File: src/rtl/joint_angle_servo_mapper_assert.svh
// Assertion macros used by the top block of the joint angle servo mapper.
`ifndef JOINT_ANGLE_SERVO_MAPPER_ASSERT_SVH
`define JOINT_ANGLE_SERVO_MAPPER_ASSERT_SVH

// The consequent must hold in the same cycle as the antecedent.
`define JASM_ASSERT_SAME(label, clk, rst_n, ante, cons, msg) \
    label: assert property (@(posedge clk) disable iff (!rst_n) (ante) |-> (cons)) \
        else $error(msg);

// The consequent must hold in the cycle after the antecedent.
`define JASM_ASSERT_NEXT(label, clk, rst_n, ante, cons, msg) \
    label: assert property (@(posedge clk) disable iff (!rst_n) (ante) |=> (cons)) \
        else $error(msg);

`endif

File: src/rtl/jasm_pkg.sv
package jasm_pkg;

    localparam int HISTORY_DEPTH = 5;
    localparam int CORDIC_STEPS  = 16;

    localparam int COORD_W = 16;
    localparam int ANGLE_W = 16;
    localparam int PULSE_W = 12;
    localparam int GRAB_W  = 16;
    localparam int CFG_W   = 16;

    localparam int XY_W       = 28;
    localparam int CORDIC_Z_W = 26;
    localparam int TAB_LEN    = 24;
    localparam int TAB_IDX_W  = $clog2(TAB_LEN);
    localparam int STEP_W     = $clog2(CORDIC_STEPS);

    localparam int FILL_W = $clog2(HISTORY_DEPTH + 1);
    localparam int SLOT_W = (HISTORY_DEPTH > 1) ? $clog2(HISTORY_DEPTH) : 1;
    localparam int SUM_W  = ANGLE_W + FILL_W;

    localparam int PROD_W  = ANGLE_W + PULSE_W + 2;
    localparam int DIV_N_W = 28;
    localparam int DIV_D_W = 16;
    localparam int CNT_MAX = (DIV_N_W > CORDIC_STEPS) ? DIV_N_W : CORDIC_STEPS;
    localparam int CNT_W   = $clog2(CNT_MAX);

    // The map divides by 46080 = 1024 * 45: a shift by 10, then a multiplication by
    // the rounded-up reciprocal of 45, exact for every 18-bit shifted product.
    localparam int MAP_SHIFT       = 10;
    localparam int MAP_N_W         = 18;
    localparam int MAP_RECIP_W     = 19;
    localparam int MAP_RECIP_SHIFT = 24;
    localparam int MAP_PROD_W      = MAP_N_W + MAP_RECIP_W;
    localparam logic [MAP_RECIP_W-1:0] MAP_RECIP = MAP_RECIP_W'(372828);

    localparam int JOINTS = 3;
    localparam int VECS   = 4;

    localparam logic signed [CORDIC_Z_W-1:0] DEG90_Q16  = CORDIC_Z_W'(5898240);
    localparam logic signed [CORDIC_Z_W:0]   DEG180_Q16 = (CORDIC_Z_W + 1)'(11796480);
    localparam logic signed [CORDIC_Z_W:0]   DEG360_Q16 = (CORDIC_Z_W + 1)'(23592960);
    localparam logic [DIV_D_W-1:0]           SPAN_Q88   = DIV_D_W'(46080);

    localparam logic [PULSE_W-1:0] PULSE_MIN_RESET     = PULSE_W'(150);
    localparam logic [PULSE_W-1:0] PULSE_MAX_RESET     = PULSE_W'(600);
    localparam logic [GRAB_W-1:0]  GRAB_DISTANCE_RESET = GRAB_W'(3277);

    localparam int ATAN_TABLE [TAB_LEN] = '{
        2949120, 1740967, 919879, 466945, 234379, 117304, 58666, 29335,
        14668, 7334, 3667, 1833, 917, 458, 229, 115,
        57, 29, 14, 7, 4, 2, 1, 0
    };

    typedef enum logic [1:0] {
        REG_PULSE_MIN     = 2'd0,
        REG_PULSE_MAX     = 2'd1,
        REG_GRAB_DISTANCE = 2'd2
    } reg_index_t;

    typedef enum logic [3:0] {
        S_IDLE,
        S_ROT,
        S_STORE,
        S_SUM,
        S_AVG_LOAD,
        S_AVG,
        S_MUL,
        S_MAP,
        S_DONE
    } state_t;

    typedef struct packed {
        logic [COORD_W-1:0] shoulder_x;
        logic [COORD_W-1:0] shoulder_y;
        logic [COORD_W-1:0] elbow_x;
        logic [COORD_W-1:0] elbow_y;
        logic [COORD_W-1:0] wrist_x;
        logic [COORD_W-1:0] wrist_y;
        logic [COORD_W-1:0] thumb_x;
        logic [COORD_W-1:0] thumb_y;
        logic [COORD_W-1:0] index_x;
        logic [COORD_W-1:0] index_y;
    } frame_t;

    typedef struct packed {
        logic [PULSE_W-1:0] shoulder_pulse;
        logic [PULSE_W-1:0] elbow_pulse;
        logic [PULSE_W-1:0] wrist_pulse;
        logic [PULSE_W-1:0] grip_pulse;
        logic               grab;
    } pulse_t;

    typedef struct packed {
        logic start;
        logic run;
    } step_ctrl_t;

    function automatic logic [ANGLE_W-1:0] joint_angle(
        input logic signed [CORDIC_Z_W-1:0] zc,
        input logic signed [CORDIC_Z_W-1:0] za
    );
        logic signed [CORDIC_Z_W:0] d;
        d = {zc[CORDIC_Z_W-1], zc} - {za[CORDIC_Z_W-1], za};
        if (d < 0)
        begin
            d = -d;
        end
        if (d > DEG180_Q16)
        begin
            d = DEG360_Q16 - d;
        end
        if (d < 0)
        begin
            d = '0;
        end
        return d[ANGLE_W+7:8];
    endfunction

endpackage

File: src/rtl/jasm_div.sv
module jasm_div import jasm_pkg::*; (
    input  logic               clk,
    input  step_ctrl_t         ctrl,
    input  logic [DIV_N_W-1:0] num,
    input  logic [DIV_D_W-1:0] den,
    output logic [DIV_N_W-1:0] quo
);

    logic [DIV_D_W-1:0] rem_reg, rem_next, den_reg;
    logic [DIV_N_W-1:0] quo_reg, quo_next;
    logic [DIV_D_W:0]   trial;
    logic               fits;

    assign trial = {rem_reg, quo_reg[DIV_N_W-1]};
    assign fits  = trial >= {1'b0, den_reg};

    always_comb
    begin
        rem_next = rem_reg;
        quo_next = quo_reg;
        if (ctrl.start)
        begin
            rem_next = '0;
            quo_next = num;
        end
        else if (ctrl.run)
        begin
            rem_next = fits ? DIV_D_W'(trial - {1'b0, den_reg}) : DIV_D_W'(trial);
            quo_next = {quo_reg[DIV_N_W-2:0], fits};
        end
    end

    always_ff @(posedge clk)
    begin
        rem_reg <= rem_next;
        quo_reg <= quo_next;
        if (ctrl.start)
        begin
            den_reg <= den;
        end
    end

    assign quo = quo_reg;

endmodule

File: config.mk
export PLATFORM = sky130hd
export DESIGN_NAME = jasm_div
export DESIGN_NICKNAME = d
export VERILOG_FILES = /design/src/rtl/joint_angle_servo_mapper_assert.svh /design/src/rtl/jasm_pkg.sv /design/src/rtl/jasm_div.sv
export SDC_FILE = /design/constraint.sdc
export NUM_CORES = 1
export LEC_CHECK = 0
export ABC_AREA = 1
export BUFFER_PORTS_ARGS = -buffer_cell sky130_fd_sc_hd__buf_2
export CORE_UTILIZATION = 50
export DETAILED_ROUTE_END_ITERATION = 6
export PLACE_DENSITY_LB_ADDON = 0.08
export SLEW_MARGIN = 20
export SYNTH_ARGS = -nofsm -noshare
export SYNTH_HDL_FRONTEND = slang
export SYNTH_SLANG_ARGS = --single-unit
File: constraint.sdc
create_clock -name clk -period 1.8 [get_ports clk]
set_input_delay 0.18 -clock clk [delete_from_list [all_inputs] [get_ports clk]]
set_output_delay 0.18 -clock clk [all_outputs]
set_load 0.01 [all_outputs]
==> out/metrics.cfg <==
[power_and_ir_drop]
ir_worst_vdd_uv = 553
p_total_uw = 3420
power_leakage_uw = 0.00276
p_per_area_nw_per_um2 = 657

[global_routing]
antenna_found_initial = 0
grt_pass1_wl_mm = 15.2
grt_max_degree = 30
grt_use_total_pct = 26.5
grt_remaining_overflow = 0
grt_pass1_vias = 3340

[final_layout]
diodes = 0
mostFrequentLayoutCells = nand2_1, buf_2, inv_1
final_common_cell = nand2_1
nets = 677
drive_above_1_share_pct = 40.0
largest_reg_flops = 28
area_growth_pct = 44.0

[cts]
tritoncts = done
clk_path_buf_depth = 2
htreeDepth = 3
root_buffer = clkbuf_8
worstSkewPairLatency_ns = 0.35
cts_buffers = 9
cts_sinks = 60
clk_pin_slew_ns = 0.07

[critical_path]
cp-end-kind = flop
start_kind = flop
critical_path.max_fanout = 5
critical_path_class = reg2reg
worstPathArrival_ns = 1.90
crit_required_ns = 1.88

[placed_design]
post-place-ws_ns = -0.0740
io_buffers = 74
routabilityCongestion = 0.906
place.detailed.hpwl_mm = 6.40

[job]
maxCapViolations = 0

[sta]
clock.fmax_mhz = 549
timing.final.ws_setup_ns = -0.0199
slew_headroom_pct = 36.5
clock_skew_ns = 0.0112
hold_violations = 0
min_period_over_period_pct = 101
rsz0062_at_grt = yes
finalMaxSlewViolations = 0
worst_pin_slew_ns = 0.951
timing.setup.tns_ns = -0.0562
setup_viol = 7
fin_crit_ns = 1.82

[synthesis]
syn-instance-count = 475
synth_edf_count = 44
ys_seq_area_share_pct = 45.4
synth_area_um2 = 3620
yosysUniqueCellTypes = 31
syn_nets = 539
synthArstFlopShare_pct = 0
ys.warnings.count = 0
dominantRegCellSynth = edfxtp_1
ys_ff_latch = 60
synth_area_per_cell_um2 = 7.61

[floorplan]
die_w_um = 87.0
dieArea_um2 = 7580
ioPinCount = 75
fp-row-count = 30
die_height_um = 87.0
initial_core_util_pct = 52.4
fp.coreArea_um2 = 6910

[routing]
first_pass_iters = 4
routed_via_density = 4.82
wl_per_cell_um = 13.2
drcViolationCount = 0
antenna_left = 0
drt_iter0_markers = 114
vias = 3442
drt_wl_total_mm = 9.46

[run_status]
status = finished with violations
failed_checks = negative setup slack

[worst_hold_path]
hold_path_class = in2reg

==> where the power goes <==
part / switching (uW) / leakage [uW] / total (uW) / internal (uW)
registers: 48.5 / 0.000579 / 1650 / 1600
clock network: 560 / 0.0000824 / 1090 / 533
logic: 367 / 0.00210 / 678 / 311
==> worst max-delay path, stage by stage, from the launching register on <==
cell	delay, ns
edfxtp_1	0.36
inv_1	0.06
ha_2	0.30
nand2_1	0.17
nor2_2	0.07
nand3_2	0.07
nand2_2	0.06
nor2_4	0.18
buf_4	0.14
buf_6	0.08
a31oi_2	0.07
==> per-layer routing <==
layer  vias to the layer above  global-route usage (%)  wire, um
met1                      1583                    31.9      4070
met4                         0                    10.6       223
met2                        85                    45.0      4710
li1                       1756                       -         -
met3                        18                    6.92       451
met5                         -                       0         0
==> per-stage QoR <==
| stage | cells | util [%] | hold slack, ns | cell area (um^2) |
|---|---|---|---|---|
| after floorplan | 475 | - | 0.279 | 3620 |
| after global placement | 675 | 63.4 | 0.357 | 4380 |
| after detailed placement | 675 | 63.5 | 0.358 | 4380 |
| after CTS | 710 | 72.5 | 0.000572 | 5010 |
| after global routing | 714 | 75.4 | 0.00502 | 5210 |
| final | 714 | 75.4 | 0.0110 | 5210 |
==> Yosys cell counts (2+ instances only) <==
| master | n | area (um^2) |
|---|---|---|
| nand2_1 | 206 | 773 |
| inv_1 | 74 | 278 |
| edfxtp_1 | 44 | 1320 |
| nand3_1 | 40 | 200 |
| dfxtp_1 | 16 | 320 |
| ha_1 | 16 | 200 |
| nand2_2 | 15 | 93.8 |
| nor2_1 | 10 | 37.5 |
| a21oi_1 | 9 | 45.0 |
| xnor2_1 | 5 | 43.8 |
| clkbuf_1 | 4 | 15.0 |
| nand4_1 | 4 | 25.0 |
| buf_1 | 3 | 11.3 |
| buf_2 | 3 | 15.0 |
| inv_2 | 3 | 11.3 |
| nand3b_1 | 3 | 22.5 |
| nor3_1 | 3 | 15.0 |
| nand2_4 | 2 | 22.5 |
| nand3_2 | 2 | 20.0 |
| nor2_2 | 2 | 12.5 |
==> final cells by class <==
cell class | count | area, um^2
Clock inverter | 4 | 25.0
Multi-Input combinational cell | 327 | 2070
Clock buffer | 12 | 145
Timing Repair Buffer | 138 | 917
Fill cell | 536 | 1700
Sequential cell | 60 | 1640
Inverter | 77 | 292
Tap cell | 96 | 120
==> worst paths after layout <==
| path | from | to | slack [ns] | depth (start not counted) |
|---|---|---|---|---|
| worst max register to register | den_reg[13]$_DFFE_PP_ | quo[0]$_DFFE_PP_ | -0.02 | 10 |
| worst max-delay path | den_reg[13]$_DFFE_PP_ | quo[0]$_DFFE_PP_ | -0.02 | 10 |
| worst min-delay path | den[5] | den_reg[5]$_DFFE_PP_ | 0.01 | 1 |
| worst min register to register | rem_reg[0]$_SDFFE_PP0P_ | rem_reg[0]$_SDFFE_PP0P_ | 0.50 | 2 |
==> logic make-up after synthesis <==
kind of cell,Yosys count,share of synthesized area [%]
AND/OR/NAND/NOR,291,35.3
buffers and inverters,89,9.90
flip-flops,60,45.4
adder cells (fa/ha/maj),17,6.09
AO/OA/AOI/OAI,12,1.83
XOR/XNOR,6,1.45
==> timing repair <==
| action | 4_1_cts | 5_1_grt |
|---|---|---|
| hold endpoints to repair | 5 | 4 |
| resized for setup | 50 | 43 |
| pin swaps | 28 | 32 |
| endpoints found under the setup margin | 16 | 17 |
| cloned | 1 | 0 |
| hold buffers | 5 | 4 |
| buffers inserted | 13 | 2 |
Power figures use the tool's default switching activity.
