`src/rtl/joint_angle_servo_mapper_assert.svh`:
```
// Assertion macros used by the top block of the joint angle servo mapper.
`ifndef JOINT_ANGLE_SERVO_MAPPER_ASSERT_SVH
`define JOINT_ANGLE_SERVO_MAPPER_ASSERT_SVH

// The consequent must hold in the same cycle as the antecedent.
`define JASM_ASSERT_SAME(label, clk, rst_n, ante, cons, msg) \
    label: assert property (@(posedge clk) disable iff (!rst_n) (ante) |-> (cons)) \
        else $error(msg);

// The consequent must hold in the cycle after the antecedent.
`define JASM_ASSERT_NEXT(label, clk, rst_n, ante, cons, msg) \
    label: assert property (@(posedge clk) disable iff (!rst_n) (ante) |=> (cons)) \
        else $error(msg);

`endif

```
`src/rtl/jasm_pkg.sv`:
```
package jasm_pkg;

    localparam int HISTORY_DEPTH = 5;
    localparam int CORDIC_STEPS  = 16;

    localparam int COORD_W = 16;
    localparam int ANGLE_W = 16;
    localparam int PULSE_W = 12;
    localparam int GRAB_W  = 16;
    localparam int CFG_W   = 16;

    localparam int XY_W       = 28;
    localparam int CORDIC_Z_W = 26;
    localparam int TAB_LEN    = 24;
    localparam int TAB_IDX_W  = $clog2(TAB_LEN);
    localparam int STEP_W     = $clog2(CORDIC_STEPS);

    localparam int FILL_W = $clog2(HISTORY_DEPTH + 1);
    localparam int SLOT_W = (HISTORY_DEPTH > 1) ? $clog2(HISTORY_DEPTH) : 1;
    localparam int SUM_W  = ANGLE_W + FILL_W;

    localparam int PROD_W  = ANGLE_W + PULSE_W + 2;
    localparam int DIV_N_W = 28;
    localparam int DIV_D_W = 16;
    localparam int CNT_MAX = (DIV_N_W > CORDIC_STEPS) ? DIV_N_W : CORDIC_STEPS;
    localparam int CNT_W   = $clog2(CNT_MAX);

    // The map divides by 46080 = 1024 * 45: a shift by 10, then a multiplication by
    // the rounded-up reciprocal of 45, exact for every 18-bit shifted product.
    localparam int MAP_SHIFT       = 10;
    localparam int MAP_N_W         = 18;
    localparam int MAP_RECIP_W     = 19;
    localparam int MAP_RECIP_SHIFT = 24;
    localparam int MAP_PROD_W      = MAP_N_W + MAP_RECIP_W;
    localparam logic [MAP_RECIP_W-1:0] MAP_RECIP = MAP_RECIP_W'(372828);

    localparam int JOINTS = 3;
    localparam int VECS   = 4;

    localparam logic signed [CORDIC_Z_W-1:0] DEG90_Q16  = CORDIC_Z_W'(5898240);
    localparam logic signed [CORDIC_Z_W:0]   DEG180_Q16 = (CORDIC_Z_W + 1)'(11796480);
    localparam logic signed [CORDIC_Z_W:0]   DEG360_Q16 = (CORDIC_Z_W + 1)'(23592960);
    localparam logic [DIV_D_W-1:0]           SPAN_Q88   = DIV_D_W'(46080);

    localparam logic [PULSE_W-1:0] PULSE_MIN_RESET     = PULSE_W'(150);
    localparam logic [PULSE_W-1:0] PULSE_MAX_RESET     = PULSE_W'(600);
    localparam logic [GRAB_W-1:0]  GRAB_DISTANCE_RESET = GRAB_W'(3277);

    localparam int ATAN_TABLE [TAB_LEN] = '{
        2949120, 1740967, 919879, 466945, 234379, 117304, 58666, 29335,
        14668, 7334, 3667, 1833, 917, 458, 229, 115,
        57, 29, 14, 7, 4, 2, 1, 0
    };

    typedef enum logic [1:0] {
        REG_PULSE_MIN     = 2'd0,
        REG_PULSE_MAX     = 2'd1,
        REG_GRAB_DISTANCE = 2'd2
    } reg_index_t;

    typedef enum logic [3:0] {
        S_IDLE,
        S_ROT,
        S_STORE,
        S_SUM,
        S_AVG_LOAD,
        S_AVG,
        S_MUL,
        S_MAP,
        S_DONE
    } state_t;

    typedef struct packed {
        logic [COORD_W-1:0] shoulder_x;
        logic [COORD_W-1:0] shoulder_y;
        logic [COORD_W-1:0] elbow_x;
        logic [COORD_W-1:0] elbow_y;
        logic [COORD_W-1:0] wrist_x;
        logic [COORD_W-1:0] wrist_y;
        logic [COORD_W-1:0] thumb_x;
        logic [COORD_W-1:0] thumb_y;
        logic [COORD_W-1:0] index_x;
        logic [COORD_W-1:0] index_y;
    } frame_t;

    typedef struct packed {
        logic [PULSE_W-1:0] shoulder_pulse;
        logic [PULSE_W-1:0] elbow_pulse;
        logic [PULSE_W-1:0] wrist_pulse;
        logic [PULSE_W-1:0] grip_pulse;
        logic               grab;
    } pulse_t;

    typedef struct packed {
        logic start;
        logic run;
    } step_ctrl_t;

    function automatic logic [ANGLE_W-1:0] joint_angle(
        input logic signed [CORDIC_Z_W-1:0] zc,
        input logic signed [CORDIC_Z_W-1:0] za
    );
        logic signed [CORDIC_Z_W:0] d;
        d = {zc[CORDIC_Z_W-1], zc} - {za[CORDIC_Z_W-1], za};
        if (d < 0)
        begin
            d = -d;
        end
        if (d > DEG180_Q16)
        begin
            d = DEG360_Q16 - d;
        end
        if (d < 0)
        begin
            d = '0;
        end
        return d[ANGLE_W+7:8];
    endfunction

endpackage

```
`src/rtl/jasm_merge.sv`:
```
module jasm_merge import jasm_pkg::*; (
    input  logic                         clk,
    input  logic                         rst_n,
    input  logic                         write,
    input  logic signed [CORDIC_Z_W-1:0] z [VECS],
    output logic [SUM_W-1:0]             sum [JOINTS],
    output logic [FILL_W-1:0]            fill
);

    logic [ANGLE_W-1:0] angle [JOINTS];
    logic [ANGLE_W-1:0] hist_reg [JOINTS][HISTORY_DEPTH];
    logic [SUM_W-1:0]   sum_reg [JOINTS];
    logic [SUM_W-1:0]   sum_next [JOINTS];
    logic [SLOT_W-1:0]  slot_reg, slot_next;
    logic [FILL_W-1:0]  fill_reg, fill_next;

    // Vectors: 0 shoulder-elbow, 1 wrist-elbow, 2 elbow-shoulder, 3 wrist-shoulder.
    assign angle[0] = joint_angle(z[1], z[0]);
    assign angle[1] = joint_angle(z[3], z[2]);
    assign angle[2] = joint_angle(z[0], z[1]);

    always_comb
    begin
        slot_next = slot_reg;
        fill_next = fill_reg;
        if (write)
        begin
            slot_next = (slot_reg == SLOT_W'(HISTORY_DEPTH - 1)) ? '0 : slot_reg + 1'b1;
            if (fill_reg < FILL_W'(HISTORY_DEPTH))
            begin
                fill_next = fill_reg + 1'b1;
            end
        end
    end

    always_ff @(posedge clk or negedge rst_n)
    begin
        if (!rst_n)
        begin
            slot_reg <= '0;
            fill_reg <= '0;
        end
        else
        begin
            slot_reg <= slot_next;
            fill_reg <= fill_next;
        end
    end

    always_ff @(posedge clk)
    begin
        for (int j = 0; j < JOINTS; j++)
        begin
            if (write)
            begin
                hist_reg[j][slot_reg] <= angle[j];
            end
            sum_reg[j] <= sum_next[j];
        end
    end

    always_comb
    begin
        for (int j = 0; j < JOINTS; j++)
        begin
            sum_next[j] = '0;
            for (int i = 0; i < HISTORY_DEPTH; i++)
            begin
                if (FILL_W'(i) < fill_reg)
                begin
                    sum_next[j] = sum_next[j] + SUM_W'(hist_reg[j][i]);
                end
            end
        end
    end

    assign sum  = sum_reg;
    assign fill = fill_reg;

endmodule

```
`config.mk`:
```
export PLATFORM = sky130hd
export DESIGN_NAME = jasm_merge
export DESIGN_NICKNAME = d
export VERILOG_FILES = /design/src/rtl/joint_angle_servo_mapper_assert.svh /design/src/rtl/jasm_pkg.sv /design/src/rtl/jasm_merge.sv
export SDC_FILE = /design/constraint.sdc
export NUM_CORES = 1
export LEC_CHECK = 0
export BUFFER_PORTS_ARGS = -buffer_cell sky130_fd_sc_hd__buf_2
export CORE_MARGIN = 3
export CORE_UTILIZATION = 40
export CTS_BUF_LIST = sky130_fd_sc_hd__clkbuf_8
export DETAILED_ROUTE_END_ITERATION = 10
export GPL_ROUTABILITY_DRIVEN = 0
export GPL_TIMING_DRIVEN = 0
export PLACE_DENSITY = 0.66
export SLEW_MARGIN = 20
export SYNTH_ARGS = -nofsm -noshare
export SYNTH_HDL_FRONTEND = slang
export SYNTH_SLANG_ARGS = --single-unit
```
`constraint.sdc`:
```
create_clock -name clk -period 10.25 [get_ports clk]
set_input_delay 1.5375 -clock clk [delete_from_list [all_inputs] [get_ports clk]]
set_output_delay 1.5375 -clock clk [all_outputs]
set_load 0.02 [all_outputs]
```
==> impl_metrics.ini <==
[drt]
wire_per_inst_um = 18.77
num_vias = 26062
routed_via_density = 5.644
ant_nets = 0
firstDrtPassIters = 5
initialDrtViolationCount = 2217
drc = 0
wirelength_um = 86670

[worst_setup_path]
path_class = register to register
cp-end-kind = register
required_ns = 10.78
ff2ff_path_depth = 38
r2r-start = fill[1]
path_common_cell = ha_1
r2r-end = sum[18]
critPathMaxFanout = 10
critPathLaunchType = register
crit_slowest_cell = dfrtp_2
path_delay_family = compound AO/OA/AOI/OAI gates
worstPathArrival_ns = 10.34
max_stage_delay_ns = 0.61
r2r_setup_slack_ns = 0.45
path_buf_inv = 5

[worst_hold_path]
min_path_type = register to register
hold_depth = 1
min-delay-start = slot_reg[2]
whs_endpoint = slot_reg[2]

[synth]
yosys.area_share.simple_pct = 18.57
netlist.area_leader.share_pct = 24.84
synth_top_cell_by_area = edfxtp_1
synth_fa_ha_area_share_pct = 13.53
ys_warn_count = 0
synthTopCellsByArea = edfxtp_1, ha_1, xnor2_1
synth_fp_nets = 3792
synth_ff_type = edfxtp_1
synth_cell_types = 109
async_flop_share_pct = 1.980
synth-compound-area-share_pct = 22.33
ys_seq_area_share_pct = 29.29
syn_area_um2 = 29010
muxShareOfSynthArea_pct = 2.338
synth-xor-area-share_pct = 9.717
synth_area_per_cell_um2 = 8.561
synth_edf_count = 240
syn-instance-count = 3389
yosysMostFrequentCell = nor2_1
synth_top_family_by_area = compound AO/OA/AOI/OAI gates
ys_ff_latch = 303
synth_common_cells = nor2_1, a21oi_1, ha_1

[die]
dieArea_um2 = 75800
start_util_pct = 40.51
chipWidth_um = 275.3
rows = 98
dieHeight_um = 275.3
fp.coreArea_um2 = 71610
pin_count = 167

[timing]
tightest_slew_ns = 1.176
slew_headroom_pct = 21.59
skew_ns = 0.01645
maxSlewViolCount = 0
fin_crit_sh_pct = 95.64
min_period_ns = 9.804
setup_viol = 0
finalHoldViolCount = 0
fmax_mhz = 102.0

[cts]
clock_latency_ns = 0.66
cts_tree = yes
clock_sinks = 303
cts_buffers = 54
ctsLongestPathBuffers = 3
h-tree-depth = 2
cts.hold.buffers_added = 0
clk_pin_slew_ns = 0.06
root_buffer = clkbuf_8

[finish]
n_antenna_cell = 0
largest_reg_flops = 240
fillers = 7073
drive_gt1_share_pct = 10.63
nNetsFinal = 4025
syn_to_final_growth_pct = 11.37
final_util_pct = 45.12

[outcome]
status = finished clean

[grt]
grt_max_degree = 33
grt_pass1_vias = 24090
gr-usage-all-layers_pct = 22.21
grt_antenna_before_repair = 4
grt_pass1_wl_um = 133700
grt_overflow = 0

[place]
dp_hpwl_um = 67030
port_buffers = 165

[run]
drv_cap = 0
-- cells in the final DEF, fill, tap and decap left out, types with 13 or more instances in the layout --
master,count
a211o_1,24
a211oi_1,40
a21boi_0,14
a21o_1,91
a21oi_1,298
a31oi_1,29
a41oi_1,14
and2_1,57
and3_1,27
buf_2,179
clkbuf_1,81
clkbuf_8,62
dfxtp_1,57
edfxtp_1,240
fa_1,15
ha_1,281
inv_1,212
mux2_2,38
mux2i_1,25
nand2_1,251
nand2b_1,37
nand3_1,71
nand4_1,19
nor2_1,341
nor2b_1,55
nor3_1,89
nor3b_1,15
nor4_1,17
o2111ai_1,13
o211ai_1,31
o21a_1,45
o21ai_0,189
o21ai_1,16
o21bai_1,20
o31ai_1,26
or2_2,16
or3_1,30
xnor2_1,209
xor2_1,111
-- cells by family (layout without fill, tap and decap cells) --
logic type	after synthesis	count (layout)
mux	63	63
simple gates	1099	1099
compound gates	989	989
flops	303	303
fa+ha+maj	307	307
buf+inv	307	586
xor+xnor	321	321
-- metal layers --
metal  routed length (um)  vias up  part of all wire [%]  GRT usage [%]
li1                     -    12863                     -              -
met1                39290    12170                    45          30.82
met2                38790      881                    45          35.75
met3                 5889      144                   6.8          2.834
met4                 2674        4                   3.1          7.462
met5                   29        -                 0.033              0
-- per-stage QoR --
| stage | setup slack, ns | hold WS, ns | setup TNS [ns] | cell area [um^2] | cells |
|---|---|---|---|---|---|
| after global placement | -0.2502 | 0.5449 | -0.3827 | 31030 | 4504 |
| after floorplan | 1.910 | 0.5098 | 0 | 29010 | 3389 |
| after CTS | 0.1116 | 0.5623 | 0 | 32290 | 4618 |
| final | 0.4464 | 0.5542 | 0 | 32310 | 4618 |
| after global routing | -0.01120 | 0.5848 | -0.02199 | 32310 | 4618 |
| after detailed placement | -0.3545 | 0.5450 | -0.8523 | 31260 | 4516 |
-- cell type report --
class / instances / area (um^2) / share of cell area [%]
Buffer: 118 / 521.8 / 1.615
Clock buffer: 62 / 853.3 / 2.641
Clock inverter: 40 / 167.7 / 0.5189
Inverter: 189 / 709.4 / 2.196
Multi-Input combinational cell: 2779 / 19350 / 59.90
Sequential cell: 303 / 8502 / 26.31
Tap cell: 950 / 1189 / 3.679
Timing Repair Buffer: 177 / 1013 / 3.137
-- how the worst max path moves through the flow --
stage / startpoint / end / cells after the start
CTS: fill[0] / sum[18] / 38
floorplan: fill[1] / sum[18] / 38
detailed placement: fill[1] / sum[18] / 38
finish: fill[1] / sum[18] / 38
global placement: fill[1] / sum[18] / 38
global route: fill[0] / sum[55] / 43
-- what timing repair did --
action                                  in CTS  in global routing
gates resized for setup                      4                 10
setup buffers                                0                  0
endpoints found under the setup margin       9                 13
Power is not shown: default switching activity piles up to over one toggle a cycle in this logic, so the estimate is an artifact.
