--- config.mk ---
export PLATFORM = sky130hd
export DESIGN_NAME = jasm_cordic_lane
export DESIGN_NICKNAME = d
export VERILOG_FILES = /design/src/rtl/joint_angle_servo_mapper_assert.svh /design/src/rtl/jasm_pkg.sv /design/src/rtl/jasm_cordic_lane.sv
export SDC_FILE = /design/constraint.sdc
export NUM_CORES = 1
export LEC_CHECK = 0
export BUFFER_PORTS_ARGS = -buffer_cell sky130_fd_sc_hd__buf_4
export CORE_ASPECT_RATIO = 0.5
export CORE_MARGIN = 4
export CORE_UTILIZATION = 35
export CTS_BUF_LIST = sky130_fd_sc_hd__clkbuf_4
export CTS_CLUSTER_DIAMETER = 150
export DETAILED_ROUTE_END_ITERATION = 8
export PLACE_DENSITY = 0.48
export SYNTH_ARGS = -nofsm -noshare
export SYNTH_HDL_FRONTEND = slang
export SYNTH_SLANG_ARGS = --single-unit
--- constraint.sdc ---
create_clock -name clk -period 10.75 [get_ports clk]
set_clock_uncertainty 0.05 [all_clocks]
set_input_delay 0.5375 -clock clk [delete_from_list [all_inputs] [get_ports clk]]
set_output_delay 0.5375 -clock clk [all_outputs]
set_load 0.01 [all_outputs]
--- src/rtl/joint_angle_servo_mapper_assert.svh ---
// Assertion macros used by the top block of the joint angle servo mapper.
`ifndef JOINT_ANGLE_SERVO_MAPPER_ASSERT_SVH
`define JOINT_ANGLE_SERVO_MAPPER_ASSERT_SVH

// The consequent must hold in the same cycle as the antecedent.
`define JASM_ASSERT_SAME(label, clk, rst_n, ante, cons, msg) \
    label: assert property (@(posedge clk) disable iff (!rst_n) (ante) |-> (cons)) \
        else $error(msg);

// The consequent must hold in the cycle after the antecedent.
`define JASM_ASSERT_NEXT(label, clk, rst_n, ante, cons, msg) \
    label: assert property (@(posedge clk) disable iff (!rst_n) (ante) |=> (cons)) \
        else $error(msg);

`endif

--- src/rtl/jasm_pkg.sv ---
package jasm_pkg;

    localparam int HISTORY_DEPTH = 5;
    localparam int CORDIC_STEPS  = 16;

    localparam int COORD_W = 16;
    localparam int ANGLE_W = 16;
    localparam int PULSE_W = 12;
    localparam int GRAB_W  = 16;
    localparam int CFG_W   = 16;

    localparam int XY_W       = 28;
    localparam int CORDIC_Z_W = 26;
    localparam int TAB_LEN    = 24;
    localparam int TAB_IDX_W  = $clog2(TAB_LEN);
    localparam int STEP_W     = $clog2(CORDIC_STEPS);

    localparam int FILL_W = $clog2(HISTORY_DEPTH + 1);
    localparam int SLOT_W = (HISTORY_DEPTH > 1) ? $clog2(HISTORY_DEPTH) : 1;
    localparam int SUM_W  = ANGLE_W + FILL_W;

    localparam int PROD_W  = ANGLE_W + PULSE_W + 2;
    localparam int DIV_N_W = 28;
    localparam int DIV_D_W = 16;
    localparam int CNT_MAX = (DIV_N_W > CORDIC_STEPS) ? DIV_N_W : CORDIC_STEPS;
    localparam int CNT_W   = $clog2(CNT_MAX);

    // The map divides by 46080 = 1024 * 45: a shift by 10, then a multiplication by
    // the rounded-up reciprocal of 45, exact for every 18-bit shifted product.
    localparam int MAP_SHIFT       = 10;
    localparam int MAP_N_W         = 18;
    localparam int MAP_RECIP_W     = 19;
    localparam int MAP_RECIP_SHIFT = 24;
    localparam int MAP_PROD_W      = MAP_N_W + MAP_RECIP_W;
    localparam logic [MAP_RECIP_W-1:0] MAP_RECIP = MAP_RECIP_W'(372828);

    localparam int JOINTS = 3;
    localparam int VECS   = 4;

    localparam logic signed [CORDIC_Z_W-1:0] DEG90_Q16  = CORDIC_Z_W'(5898240);
    localparam logic signed [CORDIC_Z_W:0]   DEG180_Q16 = (CORDIC_Z_W + 1)'(11796480);
    localparam logic signed [CORDIC_Z_W:0]   DEG360_Q16 = (CORDIC_Z_W + 1)'(23592960);
    localparam logic [DIV_D_W-1:0]           SPAN_Q88   = DIV_D_W'(46080);

    localparam logic [PULSE_W-1:0] PULSE_MIN_RESET     = PULSE_W'(150);
    localparam logic [PULSE_W-1:0] PULSE_MAX_RESET     = PULSE_W'(600);
    localparam logic [GRAB_W-1:0]  GRAB_DISTANCE_RESET = GRAB_W'(3277);

    localparam int ATAN_TABLE [TAB_LEN] = '{
        2949120, 1740967, 919879, 466945, 234379, 117304, 58666, 29335,
        14668, 7334, 3667, 1833, 917, 458, 229, 115,
        57, 29, 14, 7, 4, 2, 1, 0
    };

    typedef enum logic [1:0] {
        REG_PULSE_MIN     = 2'd0,
        REG_PULSE_MAX     = 2'd1,
        REG_GRAB_DISTANCE = 2'd2
    } reg_index_t;

    typedef enum logic [3:0] {
        S_IDLE,
        S_ROT,
        S_STORE,
        S_SUM,
        S_AVG_LOAD,
        S_AVG,
        S_MUL,
        S_MAP,
        S_DONE
    } state_t;

    typedef struct packed {
        logic [COORD_W-1:0] shoulder_x;
        logic [COORD_W-1:0] shoulder_y;
        logic [COORD_W-1:0] elbow_x;
        logic [COORD_W-1:0] elbow_y;
        logic [COORD_W-1:0] wrist_x;
        logic [COORD_W-1:0] wrist_y;
        logic [COORD_W-1:0] thumb_x;
        logic [COORD_W-1:0] thumb_y;
        logic [COORD_W-1:0] index_x;
        logic [COORD_W-1:0] index_y;
    } frame_t;

    typedef struct packed {
        logic [PULSE_W-1:0] shoulder_pulse;
        logic [PULSE_W-1:0] elbow_pulse;
        logic [PULSE_W-1:0] wrist_pulse;
        logic [PULSE_W-1:0] grip_pulse;
        logic               grab;
    } pulse_t;

    typedef struct packed {
        logic start;
        logic run;
    } step_ctrl_t;

    function automatic logic [ANGLE_W-1:0] joint_angle(
        input logic signed [CORDIC_Z_W-1:0] zc,
        input logic signed [CORDIC_Z_W-1:0] za
    );
        logic signed [CORDIC_Z_W:0] d;
        d = {zc[CORDIC_Z_W-1], zc} - {za[CORDIC_Z_W-1], za};
        if (d < 0)
        begin
            d = -d;
        end
        if (d > DEG180_Q16)
        begin
            d = DEG360_Q16 - d;
        end
        if (d < 0)
        begin
            d = '0;
        end
        return d[ANGLE_W+7:8];
    endfunction

endpackage

--- src/rtl/jasm_cordic_lane.sv ---
module jasm_cordic_lane import jasm_pkg::*; (
    input  logic                         clk,
    input  step_ctrl_t                   ctrl,
    input  logic [STEP_W-1:0]            step,
    input  logic signed [COORD_W:0]      dx,
    input  logic signed [COORD_W:0]      dy,
    output logic signed [CORDIC_Z_W-1:0] z
);

    logic signed [XY_W-1:0]       x_reg, x_next, y_reg, y_next;
    logic signed [XY_W-1:0]       x0, y0, xs, ys;
    logic signed [CORDIC_Z_W-1:0] z_reg, z_next, atan;
    logic                         zero_reg, zero_next;

    assign x0   = {{(XY_W - COORD_W - 9){dx[COORD_W]}}, dx, 8'b0};
    assign y0   = {{(XY_W - COORD_W - 9){dy[COORD_W]}}, dy, 8'b0};
    assign xs   = x_reg >>> step;
    assign ys   = y_reg >>> step;
    assign atan = CORDIC_Z_W'(ATAN_TABLE[TAB_IDX_W'(step)]);

    always_comb
    begin
        x_next    = x_reg;
        y_next    = y_reg;
        z_next    = z_reg;
        zero_next = zero_reg;
        if (ctrl.start)
        begin
            zero_next = (dx == '0) && (dy == '0);
            if (x0 < 0)
            begin
                if (y0 >= 0)
                begin
                    x_next = y0;
                    y_next = -x0;
                    z_next = DEG90_Q16;
                end
                else
                begin
                    x_next = -y0;
                    y_next = x0;
                    z_next = -DEG90_Q16;
                end
            end
            else
            begin
                x_next = x0;
                y_next = y0;
                z_next = '0;
            end
        end
        else if (ctrl.run)
        begin
            if (y_reg >= 0)
            begin
                x_next = x_reg + ys;
                y_next = y_reg - xs;
                z_next = z_reg + atan;
            end
            else
            begin
                x_next = x_reg - ys;
                y_next = y_reg + xs;
                z_next = z_reg - atan;
            end
        end
    end

    always_ff @(posedge clk)
    begin
        x_reg    <= x_next;
        y_reg    <= y_next;
        z_reg    <= z_next;
        zero_reg <= zero_next;
    end

    assign z = zero_reg ? '0 : z_reg;

endmodule

==> results.cfg, run 1 <==
[setup_path]
ff2ff_path_depth = 21
critical_path_class = input port to flip-flop
end_kind = flip-flop
cp_top_family = compound AO/OA/AOI/OAI gates
startpoint_type = input port
path_buf_inv = 2
crit_fanout = 58
path_common_cell = a221o_1
r2r_setup_slack_ps = 4280
r2r-start = y_reg[3]
critPathSlowestCell = buf_4
worstReg2RegEnd = x_reg[26]
worstPathArrival_ps = 7080
crit_path_cell_trace = buf_4 > buf_4 > mux4_1 > mux2_2 > and2_0 > a221o_1 > nor2_1 > nand2_1 > a21oi_1 > o21ai_0 > xor2_1 > ha_1 > and2_1 > a221o_1 > a221o_1 > a21oi_1 > nor2_1 > a221o_1 > o31ai_1 > a21oi_1 > nor4bb_1 > or3_1
max_stage_delay_ps = 770
required_ps = 10990

[logic_synthesis]
synth_edf_count = 83
synth_top_family_by_area = compound AO/OA/AOI/OAI gates
yosysSeqAreaShare_pct = 19.10
synth_cell_types = 84
synth_mux_area_share_pct = 16.37
synth_xor_area_share_pct = 10.47
avgSynthCellArea_um2 = 8.520
syn_nets = 1671
ys.warnings.count = 0
netlist_area_um2 = 13050
synth_cells = 1532
synth_fa_ha_area_share_pct = 9.567
synth_top_flop_cell = edfxtp_1
synth_compound_area_share_pct = 22.11
ys_async_sr_fraction_pct = 0
yosys.area_share.simple_pct = 18.15
ys_seq_elements = 83

[route]
drt-total-wl_mm = 44.16
drc = 0
via_per_inst = 5.997
met1Wirelength_mm = 21.54
first_pass_iters = 5
highest_layer = met4
wire_per_inst_um = 21.87
wl_met3_mm = 2.636
route.met2.wl_mm = 19.35
drt-initial-drc-count = 974
ant_nets = 0
via_count = 12110

[placement]
pre_cts_ws_ps = 3372
port_buffers = 66
placed_area_um2 = 13840
place.gp.congestion = 0.9002
hpwlAfterDp_mm = 33.91

[die]
pin_count = 67
die_h_um = 144.6
core_um2 = 36360
fp.dieW_um = 281.1
initial_core_util_pct = 35.90
num_rows = 49
die_area_um2 = 40630

[pwr]
leakage_uw = 0.005477
clockPowerShare_pct = 3.7
seqPwrFrac_pct = 17.8
pwr-share-comb_pct = 78.5
ir_drop_mv = 0.1239
power.internal_uw = 2521
swShare_pct = 52.18
power.density_nw_per_um2 = 377.7
p_switching_uw = 2751

[global_route]
grt_start_max_net_pins = 83
antenna_found_initial = 1
grtUsageTotal_pct = 21.71
grt_pass1_vias = 11410
grt_pass1_wl_mm = 68.54
overflow = 0

[sta]
finalCriticalPeriod_ps = 6840
layout_setup_ws_ps = 3910
relSlewSlack_pct = 4.346
slew_viol_final = 0
finalHoldViolations = 0
tightest_slew_ps = 1417
rsz0062_at_grt = false
tns_ps = 0
setup_viol = 0
finalCritPeriodShare_pct = 63.63
whs_ps = 346.9
max_freq_mhz = 146.2

[hold_path]
hold_path.class = input port to flip-flop
hold_start = dy[3]
holdPathStages = 3
whs_endpoint = y_reg[11]

[clocking]
clkSlewWorstSetupHoldPaths_ps = 130
cts_resized = 0
clock_sinks = 83
post_cts_buffers = 0
clk-insertion-delay-late_ps = 540
cts_made_buffers = 9
cts_tree = built
cts_root_buffer = clkbuf_4
htreeDepth = 3
postCtsHoldBufs = 0
max-clock-path-buffers = 2

[outcome]
status = finished clean

[layout]
multi_input_area_um2 = 10010
fillCellCount = 3744
register_area_um2 = 2492
final_nets = 1670
drive_gt1_share_pct = 12.13
final_cell_mix = nand2_1 (146), o21ai_0 (126), nor2_1 (116), a21oi_1 (103), ha_1 (95)
final_common_cell = nand2_1
finalInstanceArea_um2 = 13960
area_delta_synth_final_pct = 6.930

[flow_run]
drv_cap = 0
==> cell families after synthesis <==
logic type,after synthesis
xor+xnor,156
buf+inv,128
compound gates,455
simple gates,487
fa+ha+maj,98
flops,83
mux,125
==> stage by stage <==
| stage | instances | total power, uW | utilization, % |
|---|---|---|---|
| 6_report | 2019 | 5272 | 38.39 |
| 5_1_grt | 2019 | 5755 | 38.39 |
| 3_3_place_gp | 2004 | 4971 | 38.06 |
| 3_5_place_dp | 2004 | 5023 | 38.06 |
| 4_1_cts | 2018 | 5253 | 38.38 |
| 2_1_floorplan | 1532 | 3958 | - |
==> cells in the mapped netlist (22+ instances only) <==
master    instances  area (um^2)
nand2_1         146        548.0
nor2_1          116        435.4
mux2_2           22        247.7
mux4_2           53         1194
nor2b_1          41        256.5
mux2i_1          38        380.4
ha_1             95         1189
a21o_1           42        315.3
nand3_1          36        180.2
o211ai_1         30        225.2
xnor2_1          91        797.0
edfxtp_1         83         2492
o21ai_0         126        630.6
xor2_1           65        569.3
clkbuf_1         47        176.4
a21oi_1         103        515.5
inv_1            36        135.1
nor3_1           40        200.2
==> per-layer routing <==
layer / global-route usage (%) / up-vias
li1: - / 5773
met1: 31.59 / 5897
met2: 34.09 / 403
met3: 3.694 / 34
met4: 4.420 / 0
met5: 0 / -
==> worst max path at each step <==
stage | slack [ps] | from | end | cells past startpoint
5_1_grt | 3480 | step[0] | y_reg[26] | 22
2_1_floorplan | 4770 | step[0] | z_reg[25] | 28
4_1_cts | 3960 | step[0] | y_reg[26] | 22
3_3_place_gp | 3430 | step[0] | y_reg[26] | 22
6_report | 3910 | step[0] | y_reg[26] | 22
3_5_place_dp | 3370 | step[0] | y_reg[26] | 22
==> power groups by stage <==
stage               registers [uW]  clock network (uW)  logic, uW
CTS                            933                 205       4120
global route                   961                 217       4580
detailed placement             940                   0       4080
floorplan                      761                   0       3200
global placement               936                   0       4040
finish                         940                 195       4140
==> final cells by class <==
cell class	count	share of cell area, %
Multi-Input combinational cell	1321	71.72
Sequential cell	83	17.86
Tap cell	484	4.339
Timing Repair Buffer	78	4.195
Inverter	38	1.022
Clock buffer	10	0.5379
Clock inverter	4	0.3138
Antenna cell	1	0.01793
==> worst min-delay path, cell delays in order <==
cell and delay, ps:
buf_4 100, o211ai_1 90, o21ai_0 80
(Power assumes the default switching activity.)
==> run 2, diff against run 1 <==
==> constraint.sdc (replaced) <==
create_clock -name clk -period 6.5 [get_ports clk]
set_clock_uncertainty 0.05 [all_clocks]
set_input_delay 0.325 -clock clk [delete_from_list [all_inputs] [get_ports clk]]
set_output_delay 0.325 -clock clk [all_outputs]
set_load 0.01 [all_outputs]
==> run 2 against run 1 <==
Non-clock buffer count up 23; power grew 69%; critical path type is now flip-flop to flip-flop; cell count rose by 1.3%; combinational power increased by 68%; sequential power grew 66%; worst hold slack worse by 250 ps; critical endpoint is now x_reg[23]; largest power group unchanged; sequential share of layout area fell by 0.28 points; sequential cell count unchanged.
==> results.cfg, run 2 (synthesis results as in run 1) <==
[setup_path]
path_common_cell = o21ai_0
startpoint_type = flip-flop
crit_start = y_reg[3]
ff2ff_path_depth = 19
endpoint = x_reg[23]
required_ps = 6760
crit_fanout = 6
worstPathArrival_ps = 6420
critPathSlowestCell = o21ai_0
max_stage_delay_ps = 620
path_buf_inv = 0
worstReg2RegEnd = x_reg[23]
r2r-start = y_reg[3]
critical_path_class = flip-flop to flip-flop
crit_path_cell_trace = mux4_2 > and2_1 > mux2_2 > o21ai_0 > ha_1 > or3b_4 > a211oi_2 > nor2_1 > xor2_1 > ha_1 > nand3_1 > nor2_1 > a31oi_1 > a311oi_1 > o21ai_0 > o21ai_0 > a311o_1 > a21oi_1 > a21oi_1
cp_top_family = compound AO/OA/AOI/OAI gates
end_kind = flip-flop
critical_path_depth = 19
r2r_setup_slack_ps = 340

[pwr]
swShare_pct = 52.19
leakage_uw = 0.005603
p_switching_uw = 4642
power.internal_uw = 4252
clockPowerShare_pct = 4.3
pwr-share-comb_pct = 78.2
ir_drop_mv = 0.2115
power.density_nw_per_um2 = 627.3
seqPwrFrac_pct = 17.6

[route]
drt-total-wl_mm = 46.13
drc = 0
wire_per_inst_um = 22.56
via_per_inst = 6.057
drt-initial-drc-count = 1177
ant_nets = 0
first_pass_iters = 5
via_count = 12390

[sta]
slew_viol_final = 0
setup_viol = 0
rsz0062_at_grt = false
finalCritPeriodShare_pct = 94.71
finalCriticalPeriod_ps = 6156
tns_ps = 0
relSlewSlack_pct = 22.25
finalHoldViolations = 0
tightest_slew_ps = 1164
max_freq_mhz = 162.4

[die]
pin_count = 67
fp.dieW_um = 281.1
die_area_um2 = 40630
die_h_um = 144.6
core_um2 = 36360
initial_core_util_pct = 35.90
num_rows = 49

[placement]
place.gp.congestion = 0.9248
port_buffers = 66
hpwlAfterDp_mm = 35.76
dp_cells = 2027

[clocking]
clkSlewWorstSetupHoldPaths_ps = 160
cts_resized = 0
cts_made_buffers = 9
cts_root_buffer = clkbuf_4
postCtsHoldBufs = 0
max-clock-path-buffers = 2
post_cts_buffers = 0
clock_sinks = 83
cts_tree = built
clk-insertion-delay-late_ps = 560
htreeDepth = 3

[layout]
final_cell_mix = nand2_1 (146), o21ai_0 (126), nor2_1 (116), a21oi_1 (103), buf_4 (100)
drive_gt1_share_pct = 13.48
final_common_cell = nand2_1
instances_no_fill = 2045
final_nets = 1693
fillCellCount = 3666
area_delta_synth_final_pct = 8.617

[hold_path]
hold_path.class = input port to flip-flop
holdPathStages = 3

[global_route]
grtUsageTotal_pct = 22.52
overflow = 0
grt_pass1_vias = 11700
grt_pass1_wl_mm = 70.41
antenna_found_initial = 2
grt_start_max_net_pins = 80

[outcome]
status = finished clean

[flow_run]
drv_cap = 0
-- run 2: cell count changes in the layout (fill, tap and decap cells not counted) --
cell,delta
diode_2,+2
buf_12,+1
clkbuf_4,-1
clkinvlp_4,+1
bufinv_16,+1
buf_4,+22
-- run 2: power by group through the flow --
stage / sequential (uW) / combinational [uW] / clock [uW]
floorplan: 1260 / 5290 / 0
global placement: 1550 / 6800 / 0
detailed placement: 1550 / 6850 / 0
CTS: 1540 / 6910 / 392
global route: 1580 / 7660 / 412
finish: 1560 / 6950 / 381
-- run 2: worst min-delay path by stage --
stage | start | end
detailed placement | z_reg[0] | z_reg[0]
CTS | dy[3] | y_reg[11]
global route | dx[12] | x_reg[20]
finish | dy[3] | y_reg[11]
global placement | z_reg[0] | z_reg[0]
floorplan | ctrl[1] | zero_reg
-- run 2: layout make-up --
class | count | area, um^2 | area share [%]
Multi-Input combinational cell | 1321 | 10010 | 70.60
Sequential cell | 83 | 2492 | 17.58
Timing Repair Buffer | 101 | 770.7 | 5.436
Tap cell | 484 | 605.6 | 4.271
Inverter | 38 | 142.6 | 1.006
Clock inverter | 6 | 81.33 | 0.5736
Clock buffer | 9 | 67.56 | 0.4766
Antenna cell | 3 | 7.507 | 0.05295
-- run 2: per-layer routing --
| metal | part of all wire [%] | vias to the layer above | global-route usage (%) |
|---|---|---|---|
| met3 | 6.2 | 60 | 3.565 |
| met5 | 0 | - | 0 |
| met4 | 2.2 | 0 | 6.337 |
| li1 | - | 5822 | - |
| met1 | 48 | 6067 | 32.38 |
| met2 | 43 | 438 | 35.19 |
-- run 2: stage by stage --
step | power (uW) | util (%) | hold WS, ps | area (um^2) | worst slack (ps)
floorplan | 6545 | - | 387.5 | 13050 | 728.0
global placement | 8359 | 38.57 | 632.2 | 14020 | 302.8
CTS | 8840 | 38.98 | 59.29 | 14170 | 506.2
detailed placement | 8395 | 38.57 | 643.8 | 14020 | 286.4
finish | 8894 | 39.00 | 97.55 | 14180 | 343.7
global route | 9654 | 39.00 | 96.01 | 14180 | 32.64
-- run 2: worst register-to-register path: stages, from the launching register on --
cell	delay (ps)
edfxtp_1	540
mux4_2	500
and2_1	180
mux2_2	270
o21ai_0	250
ha_1	250
or3b_4	400
a211oi_2	320
nor2_1	90
xor2_1	170
ha_1	400
nand3_1	160
nor2_1	50
a31oi_1	540
a311oi_1	300
o21ai_0	620
o21ai_0	260
a311o_1	390
a21oi_1	150
a21oi_1	50
